===== src/otp_multiset_table_ring_top_macros.svh =====
// Assertion macros for the OTP table ring
`ifndef OTP_MULTISET_TABLE_RING_TOP_MACROS_SVH
`define OTP_MULTISET_TABLE_RING_TOP_MACROS_SVH

// Concurrent check on rising clk, held off during reset
`define OTPR_ASSERT(label, prop, msg) \
  label: assert property (@(posedge clk) disable iff (!rst_n) (prop)) else $error(msg);

// Concurrent check that also holds during reset
`define OTPR_ASSERT_ALWAYS(label, prop, msg) \
  label: assert property (@(posedge clk) (prop)) else $error(msg);

`endif


===== src/otpr_pkg.sv =====
`timescale 1ns / 1ps
package otpr_pkg;
  localparam int MaxSlots  = 256;
  localparam int MaxTables = 4;
  localparam int SlotW     = $clog2(MaxSlots);
  localparam int TblW      = (MaxTables > 1) ? $clog2(MaxTables) : 1;
  localparam int AddrW     = SlotW + TblW;
  localparam int CntW      = $clog2(MaxSlots + 1);
  localparam int RingW     = $clog2(MaxTables + 1);
  localparam int SweepW    = $clog2(MaxSlots * MaxTables + 1);

  localparam logic [2:0] KIND_BEGIN  = 3'd0;
  localparam logic [2:0] KIND_ADD    = 3'd1;
  localparam logic [2:0] KIND_FINISH = 3'd2;
  localparam logic [2:0] KIND_CHECK  = 3'd3;
  localparam logic [2:0] KIND_CLEAR  = 3'd4;

  localparam logic CFG_OTPS = 1'b0;
  localparam logic CFG_RING = 1'b1;

  typedef enum logic [1:0] {
    SLOT_FREE,
    SLOT_HIT,
    SLOT_MISS
  } slot_res_t;

  // controller -> datapath
  typedef struct packed {
    logic            load;      // capture item
    logic            mod_step;  // one restoring step of pw mod n
    logic            read;      // issue slot read at probe address
    logic            write_add; // write slot for add
    logic            write_chk; // decrement slot count
    logic            advance;   // step probe position
    logic            wipe;      // wipe one slot of the clear pass
    logic [TblW-1:0] tbl;       // table being probed / wiped
  } dp_cmd_t;

  // datapath -> controller
  typedef struct packed {
    slot_res_t       res;
    logic            cnt_zero;  // matched slot has no uses left
    logic            probe_end; // probed all slots
    logic            wipe_end;  // clear pass at last slot
  } dp_sts_t;
endpackage


===== src/otpr_ctrl.sv =====
`timescale 1ns / 1ps
module otpr_ctrl (
  input  logic                    clk,
  input  logic                    rst_n,
  input  logic                    in_valid,
  output logic                    in_stall,
  input  logic [2:0]              in_kind,
  input  logic [15:0]             in_seed_id,
  output logic                    out_valid,
  input  logic                    out_stall,
  output logic                    out_accepted,
  output logic                    out_error,
  input  logic                    cfg_valid,
  output logic                    cfg_ready,
  input  logic                    cfg_index,
  input  logic [7:0]              cfg_data,
  output logic [otpr_pkg::CntW-1:0] slot_n,
  output otpr_pkg::dp_cmd_t       cmd,
  input  otpr_pkg::dp_sts_t       sts
);
  import otpr_pkg::*;
  `include "otp_multiset_table_ring_top_macros.svh"

  typedef enum logic [7:0] {
    S_INIT  = 8'b00000001,
    S_IDLE  = 8'b00000010,
    S_MOD   = 8'b00000100,
    S_READ  = 8'b00001000,
    S_WAIT  = 8'b00010000,
    S_EVAL  = 8'b00100000,
    S_WIPE  = 8'b01000000,
    S_OUT   = 8'b10000000
  } state_t;

  state_t state_r, state_nxt;
  logic [7:0]      otps_r;
  logic [2:0]      ring_cfg_r;
  logic [15:0]     tag_r [MaxTables];
  logic [RingW-1:0] used_r, used_nxt;
  logic [TblW-1:0] next_r, next_nxt;
  logic            gen_r, gen_nxt;
  logic [2:0]      kind_r;
  logic [15:0]     seed_r;
  logic [TblW-1:0] tbl_r, tbl_nxt;
  logic            acc_r, acc_nxt, err_r, err_nxt;
  logic            tag_we;
  logic [5:0]      mcnt_r;
  logic            pw_done;

  logic [RingW-1:0] nt;
  logic [RingW-1:0] cur_w;
  logic [TblW-1:0]  cur;
  logic [8:0]       s2;
  logic [RingW-1:0] lim;
  logic             found;
  logic [TblW-1:0]  found_t;
  logic [RingW:0]   tsum;
  logic [TblW-1:0]  tcand;

  always_comb begin
    s2 = {otps_r, 1'b0};
    if (s2 < 9'd2) slot_n = CntW'(2);
    else if (s2 > 9'(MaxSlots)) slot_n = CntW'(MaxSlots);
    else slot_n = CntW'(s2);
    if (ring_cfg_r < 3'd1) nt = RingW'(1);
    else if (32'(ring_cfg_r) > MaxTables) nt = RingW'(MaxTables);
    else nt = RingW'(ring_cfg_r);
    // next_r mod nt; a ring shrink can leave next_r several tables past the end
    cur_w = RingW'(next_r);
    for (int k = 0; k < MaxTables; k++) begin
      if (cur_w >= nt) cur_w = cur_w - nt;
    end
    cur = cur_w[TblW-1:0];
    lim = (used_r < nt) ? used_r : nt;
  end

  // newest matching table, searched over at most MaxTables entries
  always_comb begin
    found   = 1'b0;
    found_t = '0;
    tsum    = '0;
    tcand   = '0;
    for (int i = 1; i <= MaxTables; i++) begin
      tsum  = (RingW+1)'(cur) + (RingW+1)'(nt) - (RingW+1)'(i);
      tcand = (tsum >= (RingW+1)'(nt)) ? TblW'(tsum - (RingW+1)'(nt)) : TblW'(tsum);
      if (!found && (RingW'(i) <= lim) && !(tcand == cur && gen_r) &&
          tag_r[tcand] == seed_r) begin
        found   = 1'b1;
        found_t = tcand;
      end
    end
  end

  assign in_stall  = (state_r != S_IDLE);
  assign cfg_ready = (state_r == S_IDLE) || (state_r == S_INIT);
  assign out_valid = (state_r == S_OUT);
  assign out_accepted = acc_r;
  assign out_error    = err_r;

  always_comb begin
    state_nxt = state_r;
    used_nxt  = used_r;
    next_nxt  = next_r;
    gen_nxt   = gen_r;
    tbl_nxt   = tbl_r;
    acc_nxt   = acc_r;
    err_nxt   = err_r;
    tag_we    = 1'b0;
    cmd       = '0;
    cmd.tbl   = tbl_r;
    unique case (state_r)
      S_INIT: begin
        cmd.wipe = 1'b1;
        if (sts.wipe_end) begin
          if (tbl_r == TblW'(MaxTables - 1)) state_nxt = S_IDLE;
          tbl_nxt = tbl_r + 1'b1;
        end
      end
      S_IDLE: begin
        if (in_valid) begin
          cmd.load  = 1'b1;
          acc_nxt   = 1'b0;
          err_nxt   = 1'b0;
          state_nxt = S_OUT;
        end
      end
      S_MOD: begin
        cmd.mod_step = 1'b1;
        unique case (kind_r)
          KIND_ADD: tbl_nxt = cur;
          default:  tbl_nxt = found_t;
        endcase
        if (kind_r == KIND_CHECK && !found) state_nxt = S_OUT;
        else if (pw_done) state_nxt = S_READ;
      end
      S_READ: begin
        cmd.read  = 1'b1;
        state_nxt = S_WAIT;
      end
      S_WAIT: state_nxt = S_EVAL;
      S_EVAL: begin
        state_nxt = S_OUT;
        if (kind_r == KIND_ADD) begin
          if (sts.res != SLOT_MISS) cmd.write_add = 1'b1;
          else if (sts.probe_end) err_nxt = 1'b1;
          else begin
            cmd.advance = 1'b1;
            state_nxt   = S_READ;
          end
        end else begin
          if (sts.res == SLOT_HIT) begin
            if (!sts.cnt_zero) begin
              cmd.write_chk = 1'b1;
              acc_nxt       = 1'b1;
            end
          end else if (sts.res == SLOT_MISS && !sts.probe_end) begin
            cmd.advance = 1'b1;
            state_nxt   = S_READ;
          end
        end
      end
      S_WIPE: begin
        cmd.wipe = 1'b1;
        if (sts.wipe_end) state_nxt = S_OUT;
      end
      S_OUT: begin
        if (!out_stall) state_nxt = S_IDLE;
      end
      default: state_nxt = S_INIT;
    endcase

    // item dispatch on the load cycle
    if (state_r == S_IDLE && in_valid) begin
      unique case (in_kind)
        KIND_BEGIN: begin
          tag_we    = 1'b1;
          next_nxt  = cur;
          gen_nxt   = 1'b1;
          tbl_nxt   = cur;
          state_nxt = S_WIPE;
        end
        KIND_ADD: if (gen_r) state_nxt = S_MOD;
        KIND_FINISH: if (gen_r) begin
          gen_nxt  = 1'b0;
          next_nxt = (RingW'(cur) + 1'b1 == nt) ? '0 : cur + 1'b1;
          if (used_r < nt) used_nxt = used_r + 1'b1;
        end
        KIND_CHECK: state_nxt = S_MOD;
        KIND_CLEAR: begin
          gen_nxt  = 1'b0;
          used_nxt = '0;
          next_nxt = '0;
        end
        default: ;
      endcase
    end
  end

  always_ff @(posedge clk) begin
    if (cmd.load) mcnt_r <= '0;
    else if (cmd.mod_step) mcnt_r <= mcnt_r + 6'd1;
  end
  assign pw_done = (mcnt_r == 6'd31);

  always_ff @(posedge clk) begin
    if (!rst_n) begin
      state_r    <= S_INIT;
      otps_r     <= 8'd128;
      ring_cfg_r <= 3'd4;
      used_r     <= '0;
      next_r     <= '0;
      gen_r      <= 1'b0;
      tbl_r      <= '0;
      acc_r      <= 1'b0;
      err_r      <= 1'b0;
    end else begin
      state_r <= state_nxt;
      used_r  <= used_nxt;
      next_r  <= next_nxt;
      gen_r   <= gen_nxt;
      tbl_r   <= tbl_nxt;
      acc_r   <= acc_nxt;
      err_r   <= err_nxt;
      if (cfg_valid && cfg_ready) begin
        if (cfg_index == CFG_OTPS) otps_r <= cfg_data;
        else ring_cfg_r <= cfg_data[2:0];
      end
    end
  end

  always_ff @(posedge clk) begin
    if (cmd.load) begin
      kind_r <= in_kind;
      seed_r <= in_seed_id;
    end
    if (tag_we) tag_r[cur] <= in_seed_id;
  end

  `OTPR_ASSERT(a_gen_ring, used_r <= RingW'(MaxTables), "used tables exceed ring")
  `OTPR_ASSERT(a_out_hold, out_valid && out_stall |=> out_valid && $stable(acc_r),
               "result dropped under stall")
  `OTPR_ASSERT(a_one_flag, !(acc_r && err_r), "accept and error together")
endmodule


===== config.mk =====
export PLATFORM = sky130hd
export DESIGN_NAME = otpr_ctrl
export DESIGN_NICKNAME = d
export VERILOG_FILES = /design/src/otpr_pkg.sv /design/src/otpr_ctrl.sv
export VERILOG_INCLUDE_DIRS = /design/src /design/src/src
export SDC_FILE = /design/constraint.sdc
export NUM_CORES = 1
export LEC_CHECK = 0
export BUFFER_PORTS_ARGS = -buffer_cell sky130_fd_sc_hd__buf_2
export CORE_MARGIN = 2
export CORE_UTILIZATION = 25
export DETAILED_ROUTE_END_ITERATION = 10
export PLACE_DENSITY = 0.41
export SYNTH_ARGS = -nofsm -noshare
export SYNTH_HDL_FRONTEND = slang
export SYNTH_SLANG_ARGS = --single-unit

===== constraint.sdc =====
create_clock -name clk -period 24 [get_ports clk]
set_clock_uncertainty 0.1 [all_clocks]
set_input_delay 3.6 -clock clk [delete_from_list [all_inputs] [get_ports clk]]
set_output_delay 3.6 -clock clk [all_outputs]
set_load 0.02 [all_outputs]

==> results_tabular.tex <==
\begin{tabular}{lr}
\hline
Metric & Value \\
\hline
\multicolumn{2}{l}{\textbf{Finish}} \\
Ant diodes & 0 \\
Filler Cell Count & 4719 \\
Nets & 1431 \\
Area delta synth->final & 13.1\% \\
Total area of sequential cells & 0.00319 mm2 \\
Non-Filler Cell Area, Final & 0.0128 mm2 \\
Share of post-route cells with drive strength above 1 & 12.5\% \\
Number of standard cells in the final layout excluding fillers & 1957 \\
Total area of multi-input combinational cells & 0.00754 mm2 \\
\multicolumn{2}{l}{\textbf{Synth}} \\
Summed instance area of the synthesized netlist & 0.0113 mm2 \\
Mapped Cells & 1342 \\
Top cells by area, synth & sky130\_fd\_sc\_hd\_\_edfxtp\_1 (22\%), sky130\_fd\_sc\_hd\_\_dfxtp\_1 (6.2\%), sky130\_fd\_sc\_hd\_\_mux2i\_1 (6.1\%) \\
Proportion of netlist area held by the largest area contributor & 22.0\% \\
Number of synthesized register bits & 118 \\
Portion of the post-synthesis area used by sequential elements & 28.2\% \\
Most numerous cell types in the synthesized netlist & sky130\_fd\_sc\_hd\_\_nand2\_1 (95), sky130\_fd\_sc\_hd\_\_nor2\_1 (87), sky130\_fd\_sc\_hd\_\_edfxtp\_1 (83) \\
Ys flop type & sky130\_fd\_sc\_hd\_\_edfxtp\_1 \\
Most repeated cell in the gate-level netlist after synthesis & sky130\_fd\_sc\_hd\_\_nand2\_1 \\
Mean instance size in the synthesized netlist & 8.43 um2 \\
Count of flip-flops with a built-in enable after synthesis & 83 \\
Most area-hungry cell type in the Yosys netlist & sky130\_fd\_sc\_hd\_\_edfxtp\_1 \\
Synthesis Warnings & 0 \\
Synthesized netlist net count & 1421 \\
Share of async-settable or async-resettable flops after synthesis & 0\% \\
Number of distinct library cell variants in the gate-level netlist after synthesis & 89 \\
\multicolumn{2}{l}{\textbf{Floorplanning}} \\
Die Area & 0.0470 mm2 \\
CORE AREA & 0.0444 mm2 \\
Ports placed on the boundary & 61 \\
Y dimension of the die & 217 um \\
Number of rows created at floorplan & 77 \\
Die outline width & 217 um \\
Effective utilization at floorplan & 25.5\% \\
\multicolumn{2}{l}{\textbf{Timing}} \\
Crit path time final & 12.96 ns \\
Max Clock Freq & 0.0771 GHz \\
Pins over their slew limit & 0 \\
Fin Setup TNS & 0 ns \\
Relative max-transition margin & 12.8\% \\
Total of endpoints with negative setup slack in the final report & 0 \\
Setup repair after global routing missed its margin & false \\
Transition at the pin with the smallest max-transition slack & 1.29 ns \\
Part of the cycle the worst path needs & 54.0\% \\
Worst hold-check slack & 0.380 ns \\
Number of hold violations in the final report & 0 \\
\multicolumn{2}{l}{\textbf{Place}} \\
Buffers on Ports & 59 \\
Cell count after placement & 1925 \\
Final RePlAce weighted congestion & 0.957 \\
Cell area after placement & 0.0122 mm2 \\
Post-detail-place hpwl & 34.6 mm \\
\multicolumn{2}{l}{\textbf{Routing}} \\
Drt drc & 0 \\
Post-DR wirelength/cell & 24.5 um \\
Number of vias after detailed routing & 11500 \\
DR vias/cell & 5.87 \\
Detail Route Antenna Nets & 0 \\
DR iter-0 viols & 1293 \\
Total iterations of the first detailed-routing run & 5 \\
Routed wire length & 48.0 mm \\
\multicolumn{2}{l}{\textbf{Run}} \\
Max capacitance violation total & 0 \\
\multicolumn{2}{l}{\textbf{Power and ir drop}} \\
Relative contribution of combinational cells to total power & 42.5\% \\
Cell Int Power & 493 uW \\
Flop pwr share & 26.9\% \\
Leakage & 0.00462 uW \\
Net switching share of the total power & 39.5\% \\
Peak supply drop & 0.0000439 V \\
Portion of total power attributed to the clock network & 30.6\% \\
Sw Pwr & 323 uW \\
Power per unit of standard cell area & 63.8 mW/mm2 \\
Total chip power & 816 uW \\
\multicolumn{2}{l}{\textbf{Clock tree}} \\
Clock H-tree levels & 4 \\
Clk slew on worst S/H paths & 0.06 ns \\
Post-cts gate resize count & 0 \\
Clk Latency, worst-skew pair & 0.45 ns \\
Clock buffers created by TritonCTS & 17 \\
Setup Buffers After CTS & 0 \\
CTS root buf & sky130\_fd\_sc\_hd\_\_clkbuf\_16 \\
Clock tree from TritonCTS & built \\
Quantity of hold-fixing buffers added after cts & 0 \\
Clock sink total & 118 \\
Number of buffers on the longest clock path & 2 \\
\multicolumn{2}{l}{\textbf{Outcome}} \\
Status & finished clean \\
\multicolumn{2}{l}{\textbf{Critical path}} \\
Worst Path Required & 24.25 ns \\
Critical path endpoint category & flip-flop \\
Buffering stage count on the worst path with inverters included & 7 \\
Slack of the worst reg-to-reg path & 11.04 ns \\
Largest stage delay on the critical path & 1.02 ns \\
Critical path peak fanout & 31 \\
Startpoint Class & flip-flop \\
Data arrival at the endpoint of the critical path & 13.21 ns \\
Slowest cell on the critical path & sky130\_fd\_sc\_hd\_\_fa\_1 \\
Critical path start-end classification & reg2reg \\
Cell seen most often among critical-path stages & sky130\_fd\_sc\_hd\_\_ha\_1 \\
Family of cells with the greatest summed delay on the critical path & compound AO/OA/AOI/OAI gates \\
\multicolumn{2}{l}{\textbf{Global route}} \\
Maximum number of pins on one net before global-route repair & 61 \\
Global-route wire length before repair & 70.9 mm \\
Congestion Overflow GR & 0 \\
Via count of the first global-routing pass & 10600 \\
GRT Resource Usage Total & 20.1\% \\
Antenna violations before repair & 0 \\
\multicolumn{2}{l}{\textbf{Min path}} \\
Class of the tightest hold or removal check & reg2reg \\
\hline
\end{tabular}
## layer usage
metal / global-route usage (%) / vias to the layer above / part of all wire (%) / routed length (um)
met3: 2.88 / 78 / 6.5 / 3100
met1: 28.1 / 5683 / 46 / 21800
met4: 9.25 / 0 / 3.9 / 1860
met2: 30.5 / 495 / 44 / 21200
met5: 0 / - / 0 / 0
li1: - / 5231 / - / -
## worst paths after layout
check | startpoint | end | cells past startpoint
worst max-delay path | ring_cfg_r[2] | state_r[2] | 41
worst min-delay path | ring_cfg_r[2] | ring_cfg_r[2] | 2
worst max register to register | ring_cfg_r[2] | state_r[2] | 41
worst min register to register | ring_cfg_r[2] | ring_cfg_r[2] | 2
## cells in the final DEF, fill, tap and decap left out, types with 22 or more instances in the layout
master	netlist	layout
sky130_fd_sc_hd__a21oi_1	78	78
sky130_fd_sc_hd__nand3_1	48	48
sky130_fd_sc_hd__a31oi_1	34	34
sky130_fd_sc_hd__a221oi_1	64	64
sky130_fd_sc_hd__nor2_1	87	87
sky130_fd_sc_hd__o21ai_0	75	75
sky130_fd_sc_hd__nor2b_1	22	22
sky130_fd_sc_hd__mux2i_1	69	69
sky130_fd_sc_hd__xnor2_1	49	49
sky130_fd_sc_hd__dfxtp_1	35	35
sky130_fd_sc_hd__nand2_1	95	94
sky130_fd_sc_hd__ha_1	33	32
sky130_fd_sc_hd__buf_4	2	34
sky130_fd_sc_hd__nor3_1	36	35
sky130_fd_sc_hd__nand2b_1	22	22
sky130_fd_sc_hd__inv_1	42	42
sky130_fd_sc_hd__o211ai_1	24	24
sky130_fd_sc_hd__buf_2	15	59
sky130_fd_sc_hd__edfxtp_1	83	83
## area by class of cell
type	instances	share of cell area [%]
clock inverter	6	0.274
inverter	50	1.47
multi-input combinational	1072	59.0
sequential	118	25.0
clock buffer	26	4.25
tap	592	5.79
timing repair buffer	93	4.30
## flip-flops by register name, indices dropped and copies added (netlist names)
register,cells
gen_r,1
out_accepted,1
otps_r,8
seed_r,16
out_error,1
state_r,8
next_r,2
mcnt_r,6
tag_r,64
ring_cfg_r,3
tbl_r,2
used_r,3
kind_r,3
## worst min-delay path: stages (launching register included)
cell	delay, ns
sky130_fd_sc_hd__dfxtp_1	0.33
sky130_fd_sc_hd__mux2i_1	0.07
sky130_fd_sc_hd__nand2_1	0.06
## metrics by stage
stage | setup WS, ns | utilization [%]
6_report | 11.04 | 28.8
2_1_floorplan | 12.94 | -
3_3_place_gp | 11.45 | 27.5
4_1_cts | 11.19 | 28.8
5_1_grt | 10.30 | 28.8
3_5_place_dp | 11.22 | 27.5
## kinds of logic (layout without fill, tap and decap cells)
group,count (synthesis),count (layout),synth area share [%]
AOI/OAI and AO/OA,446,446,28.1
adders and majority gates,41,41,5.07
other,1,1,0.0332
DFF,118,118,28.2
buffers and inverters,152,175,5.48
and+or+nand+nor,428,428,19.8
xor gates and xnor gates,70,70,5.42
muxes,86,86,7.92
## power by group through the flow
stage | Sequential (uW) | Combinational [uW] | Clock, uW
after floorplan | 224 | 229 | 0
after global placement | 224 | 338 | 0
after detailed placement | 224 | 336 | 0
after CTS | 220 | 338 | 257
after global routing | 220 | 365 | 266
final | 220 | 347 | 250
(Power assumes the default switching activity.)
